$ cat src/design/assert_macros.svh
// Assertion macros shared by the RTL of the hex packing neighbor generator.
// Each check is sampled on clk and stays quiet while rst_n is low.
`ifndef ASSERT_MACROS_SVH
`define ASSERT_MACROS_SVH

// Same-cycle implication.
`define HPNG_ASSERT_IMP(lbl, ante, cons) \
  lbl: assert property (@(posedge clk) disable iff (!rst_n) (ante) |-> (cons)) \
    else $error("hpng check failed");

// Next-cycle implication.
`define HPNG_ASSERT_NXT(lbl, ante, cons) \
  lbl: assert property (@(posedge clk) disable iff (!rst_n) (ante) |=> (cons)) \
    else $error("hpng check failed");

`endif

$ cat src/design/hpng_pkg.sv
// Package for the hex packing neighbor generator: widths, register codes,
// neighbor categories, stage bundles and small helper functions. No dependencies.
package hpng_pkg;

  localparam int MAX_COLS   = 64;
  localparam int MAX_ROWS   = 127;
  localparam int INDEX_BITS = 13;

  localparam int IDX_W     = INDEX_BITS;
  localparam int DIM_W     = 7;
  localparam int RAD_W     = 24;
  localparam int Q_W       = 32;
  localparam int CNT_W     = 3;
  localparam int NBR_N     = 6;
  localparam int CFG_IDX_W = 3;

  localparam int COL_W  = $clog2(MAX_COLS);
  localparam int DIV_W  = $clog2(2 * MAX_COLS);
  localparam int PAIR_W = $clog2((MAX_ROWS + 1) / 2);
  localparam int ROW_W  = PAIR_W + 1;
  localparam int FAC_W  = COL_W + 1;
  localparam int TOT_W  = PAIR_W + DIV_W + 1;
  localparam int DR_W   = PAIR_W + DIV_W;
  localparam int REM_W  = (IDX_W > DR_W) ? IDX_W : DR_W;

  localparam int XP_W  = RAD_W + FAC_W;
  localparam int YP_W  = RAD_W + ROW_W;
  localparam int SQ_W  = 31;
  localparam int YM_W  = YP_W + SQ_W;
  localparam int FRAC  = 30;
  localparam int YO_W  = YM_W + 1 - FRAC;
  localparam int SUM_W = Q_W + 4;

  localparam logic [SQ_W-1:0] SQRT3_Q30 = SQ_W'(1859775393);

  // input register, one divider stage per quotient bit, decode, three arithmetic
  localparam int NSTAGE = PAIR_W + 5;

  localparam logic [CFG_IDX_W-1:0] REG_NUM_COLS = CFG_IDX_W'(0);
  localparam logic [CFG_IDX_W-1:0] REG_NUM_ROWS = CFG_IDX_W'(1);
  localparam logic [CFG_IDX_W-1:0] REG_RADIUS   = CFG_IDX_W'(2);
  localparam logic [CFG_IDX_W-1:0] REG_ORIGIN_X = CFG_IDX_W'(3);
  localparam logic [CFG_IDX_W-1:0] REG_ORIGIN_Y = CFG_IDX_W'(4);

  localparam logic [DIM_W-1:0] RST_COLS   = DIM_W'(2);
  localparam logic [DIM_W-1:0] RST_ROWS   = DIM_W'(3);
  localparam logic [RAD_W-1:0] RST_RADIUS = RAD_W'(65536);

  typedef enum logic [3:0] {
    CAT_TOP_L,
    CAT_TOP_R,
    CAT_TOP_E,
    CAT_BOT_L,
    CAT_BOT_R,
    CAT_BOT_E,
    CAT_WIDE_L,
    CAT_WIDE_R,
    CAT_SHORT_R,
    CAT_SHORT_ONE,
    CAT_SHORT_L,
    CAT_INNER
  } nbr_cat_t;

  typedef struct packed {
    logic             ok;
    logic [ROW_W-1:0] row;
    logic [FAC_W-1:0] fac;
  } geo_t;

  typedef logic [NBR_N-1:0][IDX_W-1:0] nbr_vec_t;

  function automatic logic [DIM_W-1:0] clamp_cols(input logic [DIM_W-1:0] raw);
    logic [DIM_W-1:0] v;
    v = raw;
    if (v < DIM_W'(2)) v = DIM_W'(2);
    if (v > DIM_W'(MAX_COLS)) v = DIM_W'(MAX_COLS);
    return v;
  endfunction

  function automatic logic [DIM_W-1:0] fix_rows(input logic [DIM_W-1:0] raw);
    logic [DIM_W-1:0] v;
    v = raw;
    if (v < DIM_W'(3)) v = DIM_W'(3);
    if (v > DIM_W'(MAX_ROWS)) v = DIM_W'(MAX_ROWS);
    if (!v[0]) begin
      if (({1'b0, v} + (DIM_W + 1)'(1)) > (DIM_W + 1)'(MAX_ROWS)) v = v - DIM_W'(1);
      else v = v + DIM_W'(1);
    end
    return v;
  endfunction

  function automatic logic signed [Q_W-1:0] sat_q(input logic signed [SUM_W-1:0] v);
    logic in_range;
    in_range = (&v[SUM_W-1:Q_W-1]) || !(|v[SUM_W-1:Q_W-1]);
    if (in_range) return v[Q_W-1:0];
    else if (v[SUM_W-1]) return {1'b1, {(Q_W - 1){1'b0}}};
    else return {1'b0, {(Q_W - 1){1'b1}}};
  endfunction

endpackage

$ cat src/design/hpng_cfg.sv
// Configuration registers and the geometry values derived from them.
// Depends on hpng_pkg.
module hpng_cfg (
  input  logic                                 clk,
  input  logic                                 rst_n,
  input  logic                                 cfg_valid,
  input  logic [hpng_pkg::CFG_IDX_W-1:0]       cfg_index,
  input  logic [31:0]                          cfg_data,
  output logic [hpng_pkg::DIM_W-1:0]           n_cols,
  output logic [hpng_pkg::DIV_W-1:0]           pair_len,
  output logic [hpng_pkg::PAIR_W-1:0]          last_pair,
  output logic [hpng_pkg::TOT_W-1:0]           node_total,
  output logic [hpng_pkg::RAD_W-1:0]           radius,
  output logic signed [hpng_pkg::Q_W-1:0]      origin_x,
  output logic signed [hpng_pkg::Q_W-1:0]      origin_y
);

  logic [hpng_pkg::DIM_W-1:0]      cols_r, rows_r;
  logic [hpng_pkg::RAD_W-1:0]      radius_r;
  logic signed [hpng_pkg::Q_W-1:0] ox_r, oy_r;

  logic [hpng_pkg::DIM_W-1:0]  n_nxt, m_nxt, n_r;
  logic [hpng_pkg::DIV_W-1:0]  d_nxt, d_r;
  logic [hpng_pkg::PAIR_W-1:0] lastk_nxt, lastk_r;
  logic [hpng_pkg::TOT_W-1:0]  total_nxt, total_r;

  always_ff @(posedge clk) begin
    if (!rst_n) begin
      cols_r   <= hpng_pkg::RST_COLS;
      rows_r   <= hpng_pkg::RST_ROWS;
      radius_r <= hpng_pkg::RST_RADIUS;
      ox_r     <= '0;
      oy_r     <= '0;
    end else if (cfg_valid) begin
      case (cfg_index)
        hpng_pkg::REG_NUM_COLS: cols_r   <= cfg_data[hpng_pkg::DIM_W-1:0];
        hpng_pkg::REG_NUM_ROWS: rows_r   <= cfg_data[hpng_pkg::DIM_W-1:0];
        hpng_pkg::REG_RADIUS:   radius_r <= cfg_data[hpng_pkg::RAD_W-1:0];
        hpng_pkg::REG_ORIGIN_X: ox_r     <= $signed(cfg_data[hpng_pkg::Q_W-1:0]);
        hpng_pkg::REG_ORIGIN_Y: oy_r     <= $signed(cfg_data[hpng_pkg::Q_W-1:0]);
        default: ;
      endcase
    end
  end

  // total = lastk*(2n-1) + n
  always_comb begin
    n_nxt     = hpng_pkg::clamp_cols(cols_r);
    m_nxt     = hpng_pkg::fix_rows(rows_r);
    d_nxt     = hpng_pkg::DIV_W'({n_nxt, 1'b0} - (hpng_pkg::DIM_W + 1)'(1));
    lastk_nxt = hpng_pkg::PAIR_W'((m_nxt - hpng_pkg::DIM_W'(1)) >> 1);
    total_nxt = hpng_pkg::TOT_W'(hpng_pkg::TOT_W'(lastk_nxt) * hpng_pkg::TOT_W'(d_nxt))
              + hpng_pkg::TOT_W'(n_nxt);
  end

  // Derived values follow the registers in the next cycle.
  always_ff @(posedge clk) begin
    n_r     <= n_nxt;
    d_r     <= d_nxt;
    lastk_r <= lastk_nxt;
    total_r <= total_nxt;
  end

  assign n_cols     = n_r;
  assign pair_len   = d_r;
  assign last_pair  = lastk_r;
  assign node_total = total_r;
  assign radius     = radius_r;
  assign origin_x   = ox_r;
  assign origin_y   = oy_r;

endmodule

$ cat src/design/hpng_div.sv
// Pipelined restoring divider: node index by row-pair length, one quotient
// bit per stage, plus the range check. Depends on hpng_pkg.
module hpng_div (
  input  logic                                 clk,
  input  logic [hpng_pkg::PAIR_W-1:0]          adv,
  input  logic [hpng_pkg::IDX_W-1:0]           idx_in,
  input  logic [hpng_pkg::DIV_W-1:0]           pair_len,
  input  logic [hpng_pkg::TOT_W-1:0]           node_total,
  output logic [hpng_pkg::PAIR_W-1:0]          pair_q,
  output logic [hpng_pkg::DIV_W-1:0]           pair_rem,
  output logic [hpng_pkg::IDX_W-1:0]           idx_out,
  output logic                                 ok_out
);

  localparam int NS = hpng_pkg::PAIR_W;

  logic [hpng_pkg::REM_W-1:0]  rem_r [NS];
  logic [hpng_pkg::PAIR_W-1:0] q_r   [NS];
  logic [hpng_pkg::IDX_W-1:0]  idx_r [NS];
  logic                        ok_r  [NS];

  for (genvar s = 0; s < NS; s++) begin : g_stage
    logic [hpng_pkg::REM_W-1:0]  rem_in, dsh;
    logic [hpng_pkg::PAIR_W-1:0] q_in;
    logic [hpng_pkg::IDX_W-1:0]  idx_s;
    logic                        ok_in;
    logic                        ge;

    if (s == 0) begin : g_first
      assign rem_in = hpng_pkg::REM_W'(idx_in);
      assign q_in   = '0;
      assign idx_s  = idx_in;
      assign ok_in  = hpng_pkg::TOT_W'(idx_in) < node_total;
    end else begin : g_next
      assign rem_in = rem_r[s-1];
      assign q_in   = q_r[s-1];
      assign idx_s  = idx_r[s-1];
      assign ok_in  = ok_r[s-1];
    end

    assign dsh = hpng_pkg::REM_W'(pair_len) << (NS - 1 - s);
    assign ge  = rem_in >= dsh;

    // quotient fits in PAIR_W bits for every index below the node total
    always_ff @(posedge clk) begin
      if (adv[s]) begin
        rem_r[s] <= ge ? (rem_in - dsh) : rem_in;
        q_r[s]   <= hpng_pkg::PAIR_W'({q_in, ge});
        idx_r[s] <= idx_s;
        ok_r[s]  <= ok_in;
      end
    end
  end

  assign pair_q   = q_r[NS-1];
  assign pair_rem = hpng_pkg::DIV_W'(rem_r[NS-1]);
  assign idx_out  = idx_r[NS-1];
  assign ok_out   = ok_r[NS-1];

endmodule

$ cat src/design/hpng_nbr.sv
// Position decode and neighbor list assembly, four stages: decode, slot
// build, two delay stages to line up with the centre math. Depends on hpng_pkg.
module hpng_nbr (
  input  logic                                 clk,
  input  logic [3:0]                           adv,
  input  logic [hpng_pkg::PAIR_W-1:0]          pair_q,
  input  logic [hpng_pkg::DIV_W-1:0]           pair_rem,
  input  logic [hpng_pkg::IDX_W-1:0]           idx,
  input  logic                                 ok,
  input  logic [hpng_pkg::DIM_W-1:0]           n_cols,
  input  logic [hpng_pkg::PAIR_W-1:0]          last_pair,
  output hpng_pkg::geo_t                       geo,
  output logic                                 ok_out,
  output logic [hpng_pkg::CNT_W-1:0]           nbr_cnt,
  output hpng_pkg::nbr_vec_t                   nbr_vec
);

  localparam int C_MN  = 0;  // i-n
  localparam int C_MN1 = 1;  // i-n+1
  localparam int C_P1  = 2;  // i+1
  localparam int C_PN  = 3;  // i+n
  localparam int C_PN1 = 4;  // i+n-1
  localparam int C_M1  = 5;  // i-1

  logic [hpng_pkg::DIV_W-1:0] n_d, col_w;
  logic [hpng_pkg::IDX_W-1:0] n_i;
  logic                       short_w, col_end, col_sl, k_top, k_bot;
  hpng_pkg::nbr_cat_t         cat_nxt, cat_r;
  hpng_pkg::nbr_vec_t         cand_nxt, cand_r;
  hpng_pkg::geo_t             geo_nxt, geo_r;

  hpng_pkg::nbr_vec_t         slot_nxt;
  logic [hpng_pkg::CNT_W-1:0] cnt_nxt;
  hpng_pkg::nbr_vec_t         slot_r [3];
  logic [hpng_pkg::CNT_W-1:0] cnt_r  [3];
  logic                       ok_r   [3];

  always_comb begin
    n_d     = hpng_pkg::DIV_W'(n_cols);
    n_i     = hpng_pkg::IDX_W'(n_cols);
    short_w = pair_rem >= n_d;
    col_w   = short_w ? (pair_rem - n_d) : pair_rem;
    col_end = col_w == (n_d - hpng_pkg::DIV_W'(1));
    col_sl  = col_w == (n_d - hpng_pkg::DIV_W'(2));
    k_top   = pair_q == '0;
    k_bot   = pair_q == last_pair;

    if (!short_w && k_top) begin
      if (col_w == '0) cat_nxt = hpng_pkg::CAT_TOP_L;
      else if (col_end) cat_nxt = hpng_pkg::CAT_TOP_R;
      else cat_nxt = hpng_pkg::CAT_TOP_E;
    end else if (!short_w && k_bot) begin
      if (col_w == '0) cat_nxt = hpng_pkg::CAT_BOT_L;
      else if (col_end) cat_nxt = hpng_pkg::CAT_BOT_R;
      else cat_nxt = hpng_pkg::CAT_BOT_E;
    end else if (!short_w && col_w == '0) begin
      cat_nxt = hpng_pkg::CAT_WIDE_L;
    end else if (!short_w && col_end) begin
      cat_nxt = hpng_pkg::CAT_WIDE_R;
    end else if (short_w && col_sl) begin
      // a one-circle short row sees i-1 twice; drop the second
      cat_nxt = (n_cols == hpng_pkg::DIM_W'(2)) ? hpng_pkg::CAT_SHORT_ONE
                                                : hpng_pkg::CAT_SHORT_R;
    end else if (short_w && col_w == '0) begin
      cat_nxt = hpng_pkg::CAT_SHORT_L;
    end else begin
      cat_nxt = hpng_pkg::CAT_INNER;
    end

    cand_nxt[C_MN]  = idx - n_i;
    cand_nxt[C_MN1] = idx - n_i + hpng_pkg::IDX_W'(1);
    cand_nxt[C_P1]  = idx + hpng_pkg::IDX_W'(1);
    cand_nxt[C_PN]  = idx + n_i;
    cand_nxt[C_PN1] = idx + n_i - hpng_pkg::IDX_W'(1);
    cand_nxt[C_M1]  = idx - hpng_pkg::IDX_W'(1);

    geo_nxt.ok  = ok;
    geo_nxt.row = {pair_q, short_w};
    geo_nxt.fac = {hpng_pkg::COL_W'(col_w), short_w};
  end

  always_ff @(posedge clk) begin
    if (adv[0]) begin
      cat_r  <= cat_nxt;
      cand_r <= cand_nxt;
      geo_r  <= geo_nxt;
    end
  end

  always_comb begin
    slot_nxt = '0;
    cnt_nxt  = '0;
    case (cat_r)
      hpng_pkg::CAT_TOP_L: begin
        slot_nxt[0] = cand_r[C_P1];  slot_nxt[1] = cand_r[C_PN];
        cnt_nxt = hpng_pkg::CNT_W'(2);
      end
      hpng_pkg::CAT_TOP_R: begin
        slot_nxt[0] = cand_r[C_PN1]; slot_nxt[1] = cand_r[C_M1];
        cnt_nxt = hpng_pkg::CNT_W'(2);
      end
      hpng_pkg::CAT_TOP_E: begin
        slot_nxt[0] = cand_r[C_P1];  slot_nxt[1] = cand_r[C_PN];
        slot_nxt[2] = cand_r[C_PN1]; slot_nxt[3] = cand_r[C_M1];
        cnt_nxt = hpng_pkg::CNT_W'(4);
      end
      hpng_pkg::CAT_BOT_L: begin
        slot_nxt[0] = cand_r[C_MN1]; slot_nxt[1] = cand_r[C_P1];
        cnt_nxt = hpng_pkg::CNT_W'(2);
      end
      hpng_pkg::CAT_BOT_R: begin
        slot_nxt[0] = cand_r[C_M1];  slot_nxt[1] = cand_r[C_MN];
        cnt_nxt = hpng_pkg::CNT_W'(2);
      end
      hpng_pkg::CAT_BOT_E: begin
        slot_nxt[0] = cand_r[C_M1];  slot_nxt[1] = cand_r[C_MN];
        slot_nxt[2] = cand_r[C_MN1]; slot_nxt[3] = cand_r[C_P1];
        cnt_nxt = hpng_pkg::CNT_W'(4);
      end
      hpng_pkg::CAT_WIDE_L: begin
        slot_nxt[0] = cand_r[C_MN1]; slot_nxt[1] = cand_r[C_P1];
        slot_nxt[2] = cand_r[C_PN];
        cnt_nxt = hpng_pkg::CNT_W'(3);
      end
      hpng_pkg::CAT_WIDE_R: begin
        slot_nxt[0] = cand_r[C_PN1]; slot_nxt[1] = cand_r[C_M1];
        slot_nxt[2] = cand_r[C_MN];
        cnt_nxt = hpng_pkg::CNT_W'(3);
      end
      hpng_pkg::CAT_SHORT_R: begin
        slot_nxt[0] = cand_r[C_PN];  slot_nxt[1] = cand_r[C_PN1];
        slot_nxt[2] = cand_r[C_M1];  slot_nxt[3] = cand_r[C_MN];
        slot_nxt[4] = cand_r[C_MN1];
        cnt_nxt = hpng_pkg::CNT_W'(5);
      end
      hpng_pkg::CAT_SHORT_ONE: begin
        slot_nxt[0] = cand_r[C_PN];  slot_nxt[1] = cand_r[C_PN1];
        slot_nxt[2] = cand_r[C_M1];  slot_nxt[3] = cand_r[C_MN];
        cnt_nxt = hpng_pkg::CNT_W'(4);
      end
      hpng_pkg::CAT_SHORT_L: begin
        slot_nxt[0] = cand_r[C_MN];  slot_nxt[1] = cand_r[C_MN1];
        slot_nxt[2] = cand_r[C_P1];  slot_nxt[3] = cand_r[C_PN];
        slot_nxt[4] = cand_r[C_PN1];
        cnt_nxt = hpng_pkg::CNT_W'(5);
      end
      hpng_pkg::CAT_INNER: begin
        slot_nxt = cand_r;
        cnt_nxt  = hpng_pkg::CNT_W'(6);
      end
      default: ;
    endcase
    if (!geo_r.ok) begin
      slot_nxt = '0;
      cnt_nxt  = '0;
    end
  end

  always_ff @(posedge clk) begin
    if (adv[1]) begin
      slot_r[0] <= slot_nxt;
      cnt_r[0]  <= cnt_nxt;
      ok_r[0]   <= geo_r.ok;
    end
    if (adv[2]) begin
      slot_r[1] <= slot_r[0];
      cnt_r[1]  <= cnt_r[0];
      ok_r[1]   <= ok_r[0];
    end
    if (adv[3]) begin
      slot_r[2] <= slot_r[1];
      cnt_r[2]  <= cnt_r[1];
      ok_r[2]   <= ok_r[1];
    end
  end

  assign geo     = geo_r;
  assign ok_out  = ok_r[2];
  assign nbr_cnt = cnt_r[2];
  assign nbr_vec = slot_r[2];

endmodule

$ cat src/design/hpng_geo.sv
// Circle centre arithmetic in three stages: radius products, x sum and
// sqrt(3) product, y rounding and sum. Depends on hpng_pkg.
module hpng_geo (
  input  logic                                 clk,
  input  logic [2:0]                           adv,
  input  hpng_pkg::geo_t                       geo,
  input  logic [hpng_pkg::RAD_W-1:0]           radius,
  input  logic signed [hpng_pkg::Q_W-1:0]      origin_x,
  input  logic signed [hpng_pkg::Q_W-1:0]      origin_y,
  output logic signed [hpng_pkg::Q_W-1:0]      centre_x,
  output logic signed [hpng_pkg::Q_W-1:0]      centre_y
);

  logic [hpng_pkg::XP_W-1:0]       xp_r;
  logic [hpng_pkg::YP_W-1:0]       yp_r;
  logic                            ok_a_r, ok_b_r;
  logic signed [hpng_pkg::Q_W-1:0] x_r;
  logic [hpng_pkg::YM_W-1:0]       ym_r;
  logic signed [hpng_pkg::Q_W-1:0] cx_r, cy_r;

  logic signed [hpng_pkg::SUM_W-1:0] xs, ys;
  logic [hpng_pkg::YM_W:0]           yrnd;
  logic [hpng_pkg::YO_W-1:0]         yoff;

  // Stage a: radius*(2*col + short) and radius*row.
  always_ff @(posedge clk) begin
    if (adv[0]) begin
      xp_r   <= hpng_pkg::XP_W'(radius) * hpng_pkg::XP_W'(geo.fac);
      yp_r   <= hpng_pkg::YP_W'(radius) * hpng_pkg::YP_W'(geo.row);
      ok_a_r <= geo.ok;
    end
  end

  // Stage b: saturate x; scale row*radius by sqrt(3) in Q30.
  // row*radius stays below 2^32 for every legal row, so no clamp is needed.
  assign xs = hpng_pkg::SUM_W'(origin_x) + $signed(hpng_pkg::SUM_W'(xp_r));

  always_ff @(posedge clk) begin
    if (adv[1]) begin
      x_r    <= hpng_pkg::sat_q(xs);
      ym_r   <= hpng_pkg::YM_W'(yp_r) * hpng_pkg::YM_W'(hpng_pkg::SQRT3_Q30);
      ok_b_r <= ok_a_r;
    end
  end

  // Stage c: round half up at the Q30 point, add origin, saturate.
  always_comb begin
    yrnd = (hpng_pkg::YM_W + 1)'(ym_r) + ((hpng_pkg::YM_W + 1)'(1) << (hpng_pkg::FRAC - 1));
    yoff = yrnd[hpng_pkg::YM_W:hpng_pkg::FRAC];
    ys   = hpng_pkg::SUM_W'(origin_y) + $signed(hpng_pkg::SUM_W'(yoff));
  end

  always_ff @(posedge clk) begin
    if (adv[2]) begin
      cx_r <= ok_b_r ? x_r : '0;
      cy_r <= ok_b_r ? hpng_pkg::sat_q(ys) : '0;
    end
  end

  assign centre_x = cx_r;
  assign centre_y = cy_r;

endmodule

$ cat src/design/hex_packing_neighbor_generator_core.sv
// Hex packing neighbor generator. For each node index word the block returns
// one result word: an index-valid flag, the neighbor count and up to six
// neighbor indices in fixed per-position order, and the circle centre in Q16.16.
//
// Channels: in_* takes node indices, out_* delivers results, cfg_* writes the
// five geometry registers (index 0..4; other indices are ignored). All use a
// valid/ready pair; cfg_ready is always high. Write configuration only while
// no words are in flight.
//
// From input accept to out_valid a word passes one input register,
// six divider stages (one quotient bit each for index / (2n-1)), a decode
// stage and three arithmetic stages where the sqrt(3) multiply sets the depth.
// Throughput is one word per cycle while out_ready stays high.
//
// Reset (rst_n low, synchronous) empties the pipeline and loads num_cols 2,
// num_rows 3, radius 1.0, origin (0, 0). When out_ready is low the output word
// holds; each stage keeps taking words until it holds one it cannot pass on,
// so empty slots fill first and in_ready drops only when all stages are full.
// Depends on hpng_pkg, hpng_cfg, hpng_div, hpng_nbr, hpng_geo, assert_macros.svh.
`include "assert_macros.svh"

module hex_packing_neighbor_generator_core (
  input  logic                                 clk,
  input  logic                                 rst_n,
  input  logic                                 in_valid,
  output logic                                 in_ready,
  input  logic [hpng_pkg::IDX_W-1:0]           in_node_index,
  output logic                                 out_valid,
  input  logic                                 out_ready,
  output logic                                 out_index_valid,
  output logic [hpng_pkg::CNT_W-1:0]           out_neighbor_count,
  output logic [hpng_pkg::IDX_W-1:0]           out_neighbor_a,
  output logic [hpng_pkg::IDX_W-1:0]           out_neighbor_b,
  output logic [hpng_pkg::IDX_W-1:0]           out_neighbor_c,
  output logic [hpng_pkg::IDX_W-1:0]           out_neighbor_d,
  output logic [hpng_pkg::IDX_W-1:0]           out_neighbor_e,
  output logic [hpng_pkg::IDX_W-1:0]           out_neighbor_f,
  output logic signed [hpng_pkg::Q_W-1:0]      out_centre_x,
  output logic signed [hpng_pkg::Q_W-1:0]      out_centre_y,
  input  logic                                 cfg_valid,
  output logic                                 cfg_ready,
  input  logic [hpng_pkg::CFG_IDX_W-1:0]       cfg_index,
  input  logic [31:0]                          cfg_data
);

  localparam int NS    = hpng_pkg::NSTAGE;
  localparam int DIV0  = 1;                          // first divider stage
  localparam int DEC   = hpng_pkg::PAIR_W + 1;       // decode stage
  localparam int ARI0  = DEC + 1;                    // first arithmetic stage

  // Config
  logic [hpng_pkg::DIM_W-1:0]      n_cols;
  logic [hpng_pkg::DIV_W-1:0]      pair_len;
  logic [hpng_pkg::PAIR_W-1:0]     last_pair;
  logic [hpng_pkg::TOT_W-1:0]      node_total;
  logic [hpng_pkg::RAD_W-1:0]      radius;
  logic signed [hpng_pkg::Q_W-1:0] origin_x, origin_y;

  // Pipeline control: one valid bit per stage, advance per stage
  logic [NS-1:0] st_v_r;
  logic [NS-1:0] v_in;
  logic [NS-1:0] adv;

  logic [hpng_pkg::IDX_W-1:0]  idx0_r;
  logic [hpng_pkg::PAIR_W-1:0] pair_q;
  logic [hpng_pkg::DIV_W-1:0]  pair_rem;
  logic [hpng_pkg::IDX_W-1:0]  div_idx;
  logic                        div_ok;
  hpng_pkg::geo_t              geo;
  logic                        nbr_ok;
  logic [hpng_pkg::CNT_W-1:0]  nbr_cnt;
  hpng_pkg::nbr_vec_t          nbr_vec;

  assign cfg_ready = 1'b1;

  hpng_cfg u_cfg (
    .clk        (clk),
    .rst_n      (rst_n),
    .cfg_valid  (cfg_valid),
    .cfg_index  (cfg_index),
    .cfg_data   (cfg_data),
    .n_cols     (n_cols),
    .pair_len   (pair_len),
    .last_pair  (last_pair),
    .node_total (node_total),
    .radius     (radius),
    .origin_x   (origin_x),
    .origin_y   (origin_y)
  );

  // A stage advances when it or any stage downstream of it is empty, or when
  // the receiver is ready; the last stage moves when the receiver takes the word.
  always_comb begin
    for (int k = 0; k < NS; k++) begin
      adv[k] = out_ready || !(&(st_v_r | NS'((1 << k) - 1)));
    end
  end

  assign v_in = {st_v_r[NS-2:0], in_valid};

  always_ff @(posedge clk) begin
    if (!rst_n) begin
      st_v_r <= '0;
    end else begin
      for (int k = 0; k < NS; k++) begin
        if (adv[k]) st_v_r[k] <= v_in[k];
      end
    end
  end

  // Input register
  always_ff @(posedge clk) begin
    if (adv[0]) idx0_r <= in_node_index;
  end

  hpng_div u_div (
    .clk        (clk),
    .adv        (adv[DEC-1:DIV0]),
    .idx_in     (idx0_r),
    .pair_len   (pair_len),
    .node_total (node_total),
    .pair_q     (pair_q),
    .pair_rem   (pair_rem),
    .idx_out    (div_idx),
    .ok_out     (div_ok)
  );

  hpng_nbr u_nbr (
    .clk       (clk),
    .adv       (adv[NS-1:DEC]),
    .pair_q    (pair_q),
    .pair_rem  (pair_rem),
    .idx       (div_idx),
    .ok        (div_ok),
    .n_cols    (n_cols),
    .last_pair (last_pair),
    .geo       (geo),
    .ok_out    (nbr_ok),
    .nbr_cnt   (nbr_cnt),
    .nbr_vec   (nbr_vec)
  );

  hpng_geo u_geo (
    .clk      (clk),
    .adv      (adv[NS-1:ARI0]),
    .geo      (geo),
    .radius   (radius),
    .origin_x (origin_x),
    .origin_y (origin_y),
    .centre_x (out_centre_x),
    .centre_y (out_centre_y)
  );

  assign in_ready           = adv[0];
  assign out_valid          = st_v_r[NS-1];
  assign out_index_valid    = nbr_ok;
  assign out_neighbor_count = nbr_cnt;
  assign out_neighbor_a     = nbr_vec[0];
  assign out_neighbor_b     = nbr_vec[1];
  assign out_neighbor_c     = nbr_vec[2];
  assign out_neighbor_d     = nbr_vec[3];
  assign out_neighbor_e     = nbr_vec[4];
  assign out_neighbor_f     = nbr_vec[5];

  // Out-of-range index: the count and both centres must come out zero.
  `HPNG_ASSERT_IMP(a_invalid_zero, out_valid && !out_index_valid, out_neighbor_count == '0 && out_centre_x == '0 && out_centre_y == '0)
  // In-range index: two to six neighbors.
  `HPNG_ASSERT_IMP(a_count_range, out_valid && out_index_valid, out_neighbor_count >= 3'd2 && out_neighbor_count <= 3'd6)
  // The first two slots are always distinct neighbors.
  `HPNG_ASSERT_IMP(a_first_distinct, out_valid && out_index_valid, out_neighbor_a != out_neighbor_b)
  // A word never waits behind an empty stage.
  `HPNG_ASSERT_NXT(a_no_bubble_stall, st_v_r[0] && !st_v_r[1], st_v_r[1])

endmodule

$ cat config.mk
export PLATFORM = sky130hd
export DESIGN_NAME = hex_packing_neighbor_generator_core
export DESIGN_NICKNAME = d
export VERILOG_FILES = /design/src/design/hpng_pkg.sv /design/src/design/hpng_cfg.sv /design/src/design/hpng_div.sv /design/src/design/hpng_nbr.sv /design/src/design/hpng_geo.sv /design/src/design/hex_packing_neighbor_generator_core.sv
export VERILOG_INCLUDE_DIRS = /design/src /design/src/design
export SDC_FILE = /design/constraint.sdc
export NUM_CORES = 2
export LEC_CHECK = 0
export CORE_MARGIN = 2
export CORE_UTILIZATION = 60
export DETAILED_ROUTE_END_ITERATION = 12
export DONT_BUFFER_PORTS = 1
export HOLD_SLACK_MARGIN = 0.02
export PLACE_DENSITY = 0.79
export SKIP_CTS_REPAIR_TIMING = 1
export SKIP_LAST_GASP = 1
export SYNTH_ARGS = -nofsm -noshare
export SYNTH_HDL_FRONTEND = slang
export SYNTH_SLANG_ARGS = --single-unit
export TNS_END_PERCENT = 100
$ cat constraint.sdc
create_clock -name clk -period 7.34 [get_ports clk]
set_input_delay 0.734 -clock clk [delete_from_list [all_inputs] [get_ports clk]]
set_output_delay 0.734 -clock clk [all_outputs]
set_load 0.01 [all_outputs]
; ---- Word-level counts from Yosys, hierarchy flattened
; Memories as Yosys holds them, arrays and structs flattened. A register that Yosys moved wholly into a read port is not among the register bits.
; Index checks and enable logic that the tools add are counted.
[totals]
regBits = 478
ramBits = 444
inputBits = 53
out_inout_bits = 149
wordCells = 225
n_memories = 7
[memory_table]
columns = name, depth, word_bits, read_ports, rd_ports_with_merged_regs, write_ports, line_no
row1 = u_nbr.slot_r, 3, 78, 3, 0, 3, hpng_nbr.sv:34  ; hpng_pkg::nbr_vec_t slot_r [3];
row2 = u_div.idx_r, 6, 13, 6, 0, 6, hpng_div.sv:19  ; logic [hpng_pkg::IDX_W-1:0] idx_r [NS];
row3 = u_div.rem_r, 6, 13, 6, 0, 6, hpng_div.sv:17  ; logic [hpng_pkg::REM_W-1:0] rem_r [NS];
row4 = u_div.q_r, 6, 6, 6, 0, 6, hpng_div.sv:18  ; logic [hpng_pkg::PAIR_W-1:0] q_r [NS];
row5 = u_nbr.cnt_r, 3, 3, 3, 0, 3, hpng_nbr.sv:35  ; logic [hpng_pkg::CNT_W-1:0] cnt_r [3];
row6 = u_div.ok_r, 6, 1, 6, 1, 6, hpng_div.sv:20  ; logic ok_r [NS];
row7 = +1 memories, --, --, --, --, --, --
[op_classes]
addsub = 24
n_mul = 4
magnitude_cmp = 13
n_eq_ne = 19
mux = 54
n_reduce_logical = 66
[op_table]
columns = op, n
row1 = $pmux W26 S6, 1
row2 = $mux W32, 4
row3 = $mux W13, 7
row4 = $mux W78, 1
row5 = $pmux W13 S6, 1
row6 = $add A62 B30 Y63 const B, 1
row7 = $mul A24 B7 Y31, 2
row8 = $mul A31 B31 Y62 const B, 1
row9 = $pmux W13 S4, 1
row10 = $mux W7, 7
row11 = $add A32 B34 Y35, 1
row12 = $add A32 B32 Y33, 1
row13 = $mux W4, 7
row14 = $sub A7 B1 Y7 const B, 4
row15 = $add A13 B1 Y13 const B, 2
row16 = $pmux W13 S2, 1
row17 = $sub A13 B1 Y13 const B, 2
row18 = $sub A13 B7 Y13, 2
row19 = $mux W1, 21
row20 = $eq A4 B3 Y1 const B, 4
row21 = $eq A4 B4 Y1 const B, 4
row22 = $reduce_or A2 Y1, 8
row23 = $pmux W3 S5, 1
row24 = $reduce_and A5 Y1, 3
row25 = other kinds (52), 93

; ---- Longest topological paths before layout
[logic_depth]
depth_word = 11
depth_mapped = 29
depth_no_buf = 29

; ---- Hierarchy
; A second synthesis with hierarchy kept.
[hier_totals]
cells_unflattened = 6238
hier_area_um2 = 67756.2
[by_module_without_submodules]
columns = mod, instances, cells_per_inst, area_per_inst_um2, seq_area_each_um2
row1 = hpng_geo, 1, 3683, 36705.2, 5795.6
row2 = hpng_nbr, 1, 1172, 15927.8, 10179.8
row3 = hpng_div, 1, 567, 7793.7, 4864.7
row4 = hpng_cfg, 1, 748, 6472.5, 2702.6
row5 = hex_packing_neighbor_generator_core, 1, 68, 857.1, 610.6

; ---- Least setup slack after synthesis
; Ideal clock, no wire load.
[synth_timing]
kind = register -> register
start = register u_geo.yp_r[9] (netlist bit)
end = register u_geo.ym_r[41] (netlist bit), data pin
setup_ns = 0.258
arrival_ns = 6.686
t_required_ns = 7.082
path_slack_ns = 0.396
stages_incl_launch_ff = 25
path_buffers = 0
period_less_slack_ns = 6.944
path_cell_list = edfxtp_1 -> ha_1 -> inv_1 -> fa_1 -> fa_1 -> inv_1 -> fa_1 -> inv_1 -> fa_1 -> fa_1 -> inv_1 -> fa_1 -> ha_1 -> ha_1 -> a21o_1 -> a21o_1 -> a211o_1 -> or4b_1 -> o21ai_1 -> o21ai_1 -> nor4_2 -> nor4b_1 -> a221oi_2 -> o21ba_1 -> xnor2_1
[synth_via]
elab_chain_len = 1
[synth_lines]
columns = item, line_no
row1 = from (decl), hpng_geo.sv:15  ; logic [hpng_pkg::YP_W-1:0] yp_r;
row2 = from (signal assigned), hpng_geo.sv:29  ; yp_r <= hpng_pkg::YP_W'(radius) * hpng_pkg::YP_W'(geo.row);
row3 = $mul A31 B31 Y62, hpng_geo.sv:41  ; ym_r <= hpng_pkg::YM_W'(yp_r) * hpng_pkg::YM_W'(hpng_pkg::SQRT3_Q30);
row4 = to (signal assigned), hpng_geo.sv:41
row5 = to (decl), hpng_geo.sv:18  ; logic [hpng_pkg::YM_W-1:0] ym_r;
; No other way between the ends.
; A chain may end at the register's enable or synchronous reset.

; ---- Worst setup path in the final report
[layout_timing]
start = register u_geo.yp_r[11] (netlist bit)
end = register u_geo.ym_r[41] (netlist bit), data pin
; Same word-level chain as after synthesis.

==> metrics.txt <==
TritonCTS Buffers=86; Worst Path Max Fanout=5; Final nets=7502; Core Footprint=110000 sq um; global routing usage on met1=41.9%; final setup fails=1; Final Hold Vio Count=0; Final Util=65.8%; Clock Pin Slew Worst Setup and Hold Paths=0.06 ns; Gate Count Post-Synth=6046; Critical path origin=u_geo.yp_r[11]; Overflow after GRT=0; clk sink count=850; worst r2r src=u_geo.yp_r[11]; placer congestion estimate=1.03; multiplexer fraction of the synthesized cell area=0.739%; Crit path required time=7.76 ns; max frequency=0.136 GHz; Crit path largest cell delay=0.58 ns; Synth Area in Compound Gates=9.61%; Synth Flop Type=edfxtp_1; Clock Skew=0.0481 ns; drt initial violations=4224; CTS H-tree depth=3; vias=44700; Die Y-Extent=337 um; CTS max path bufs=3; largest net degree at the start of global routing=114; reg-to-reg setup timing slack=-0.03 ns; Critical Path Source Type=register; share of layout cells above drive strength 1=9.41%; worst skew pair latency=0.71 ns; Port Buffers=0; Post-Synth Simple-Gate Area=9.34%; Mean Syn Cell Area=11.0 sq um; most frequent CP cell=fa_1; critical path's top delay family=adder cells; drt total wl=173 mm; DRT antenna net count=0; crit path time final=7.37 ns; Critical Path Stages=25; Unique masters post-synth=99; Worst R2R Path Depth=25; hold slack final=0.123 ns; Post-Layout Cell Count=7718; Post-Synth XOR/XNOR Area=4.33%; Die Wd=337 um; HPWL Detailed=139 mm; GRT Total Usage=31.1%; largest family of logic cells by synthesized area=adder cells; RSZ-0062 raised after global routing=true; initial antenna violation count=22; Setup crit end=u_geo.ym_r[41]; Ports=202; WP data arrival=7.79 ns; TritonCTS clock tree=done; final slew viol count=0; Placed Instances=7500; first-pass GRT wire length=266 mm; EDFF count, synth=704; crit share post-route=100%; Residual DRC=0; total die area=113000 sq um; row count=122; commonest non-fill, non-tap cells in the layout=inv_1, edfxtp_1, fa_1, nand2_1, ha_1; Yosys reg bits=850; status=finished, violations left; Pre-antenna DRT Iters=10; Layout area overhead=9.24%; R2R Path End=u_geo.ym_r[41]; adder-cell share of the synthesized area=32.1%; grt met3 use=5.95%; Crit path buffers/inverters=5; most common cell after layout, fill and taps aside=inv_1; Global Route met2 Usage=50.6%; Max-slew headroom=19.8%; asr flop ratio synth=0%; vias in the first global route=45600; wire length per cell=22.5 um; crit path capture type=register; Post-Syn Nets=7404; Synth warnings=0; HP Class=input pin to register; root buf cell=clkbuf_16; MaxCap Viol Count=0; Starting Density=60.2%; Slew @ Worst Pin=1.20 ns; synthesized area=66400 sq um; failing checks=setup timing; Final WS setup=-0.0315 ns; FILL cells=8415; Worst path slowest cell=fa_1; register area share after synthesis=36.2%; WS Path Type=register to register; gr busiest metal=met2; routed vias/inst=5.80
## registers in the layout (all words and copies together), names as in the netlist, 13 cells and up
register,count
u_nbr.slot_r,234
u_cfg.node_total,14
u_cfg.radius,24
u_div.idx_r,78
u_geo.centre_x,32
u_div.q_r,21
idx0_r,13
u_nbr.geo,14
u_div.rem_r,57
u_geo.centre_y,32
u_cfg.origin_x,32
u_cfg.origin_y,32
u_geo.xp_r,30
u_nbr.cand_r,75
u_geo.ym_r,33
u_geo.yp_r,31
u_geo.x_r,32
## worst min-delay path by stage
stage | slack (ns) | depth (start not counted) | to | startpoint
2_1_floorplan | 0.40 | 0 | u_div.idx_r[1][10] | u_div.idx_r[0][10]
3_3_place_gp | 0.40 | 0 | u_div.idx_r[5][3] | u_div.idx_r[4][3]
3_5_place_dp | 0.40 | 0 | u_div.idx_r[3][8] | u_div.idx_r[2][8]
4_1_cts | 0.09 | 1 | u_cfg.radius[16] | rst_n
5_1_grt | 0.11 | 0 | idx0_r[4] | in_node_index[4]
6_report | 0.12 | 1 | u_cfg.radius[16] | rst_n
## through the flow
stage	worst slack, ns	cell area [sq um]	setup TNS (ns)
detailed placement	-0.145	68700	-0.781
global placement	-0.0569	68700	-0.127
CTS	-0.185	71700	-0.842
finish	-0.0315	72500	-0.0315
global route	-0.218	72500	-0.892
floorplan	0.396	66400	0
## cells by family after synthesis
kind of cell,after synthesis
compound gates,942
simple gates,1326
mux,45
other cells,1
fa+ha+maj,1305
flops,850
buf+inv,1252
xor+xnor,325
## cells in the mapped netlist, types with 10 or more instances
library cell	instances	area, sq um
mux2i_1	15	150
buf_4	82	616
a21o_1	98	736
nor2_1	213	800
nor4_1	20	125
fa_1	667	13400
nand2b_1	26	163
o21ai_0	119	596
a21oi_2	22	193
nand4b_1	10	87.6
xnor2_1	215	1880
and2_1	129	807
edfxtp_1	704	21100
nand4_1	31	194
a211oi_1	14	105
ha_1	638	7980
dfxtp_1	146	2920
mux2_2	28	315
a21boi_0	98	736
and3_1	26	163
o31ai_1	13	97.6
o21a_1	36	270
nand3_1	66	330
or3_1	11	68.8
nand3b_1	11	82.6
a222oi_1	24	240
nand2_2	20	125
a22o_1	13	114
a22oi_1	74	556
inv_1	996	3740
o211ai_1	16	120
nand2_1	622	2330
nor2b_1	53	332
o21bai_1	52	390
a31oi_1	25	156
nor3_1	48	240
a21oi_1	256	1280
xor2_1	108	946
clkbuf_1	156	586
## area by class of cell
class / count / area (sq um) / share of cell area, %
multi-input combinational: 3944 / 37800 / 52.1
sequential: 850 / 24100 / 33.2
inverter: 997 / 3750 / 5.17
clock buffer: 105 / 2300 / 3.17
timing repair buffer: 265 / 2020 / 2.79
tap: 1488 / 1860 / 2.57
clock inverter: 54 / 683 / 0.942
antenna: 15 / 37.5 / 0.0517
## metal layers
layer  share of wire [%]  vias up
met4                 4.0       20
met2                  47     1996
met5               0.080        -
met1                  41    22000
li1                    -    20300
met3                 8.7      413
Power is not shown: default switching activity piles up to over one toggle a cycle in this logic, so the estimate is an artifact.
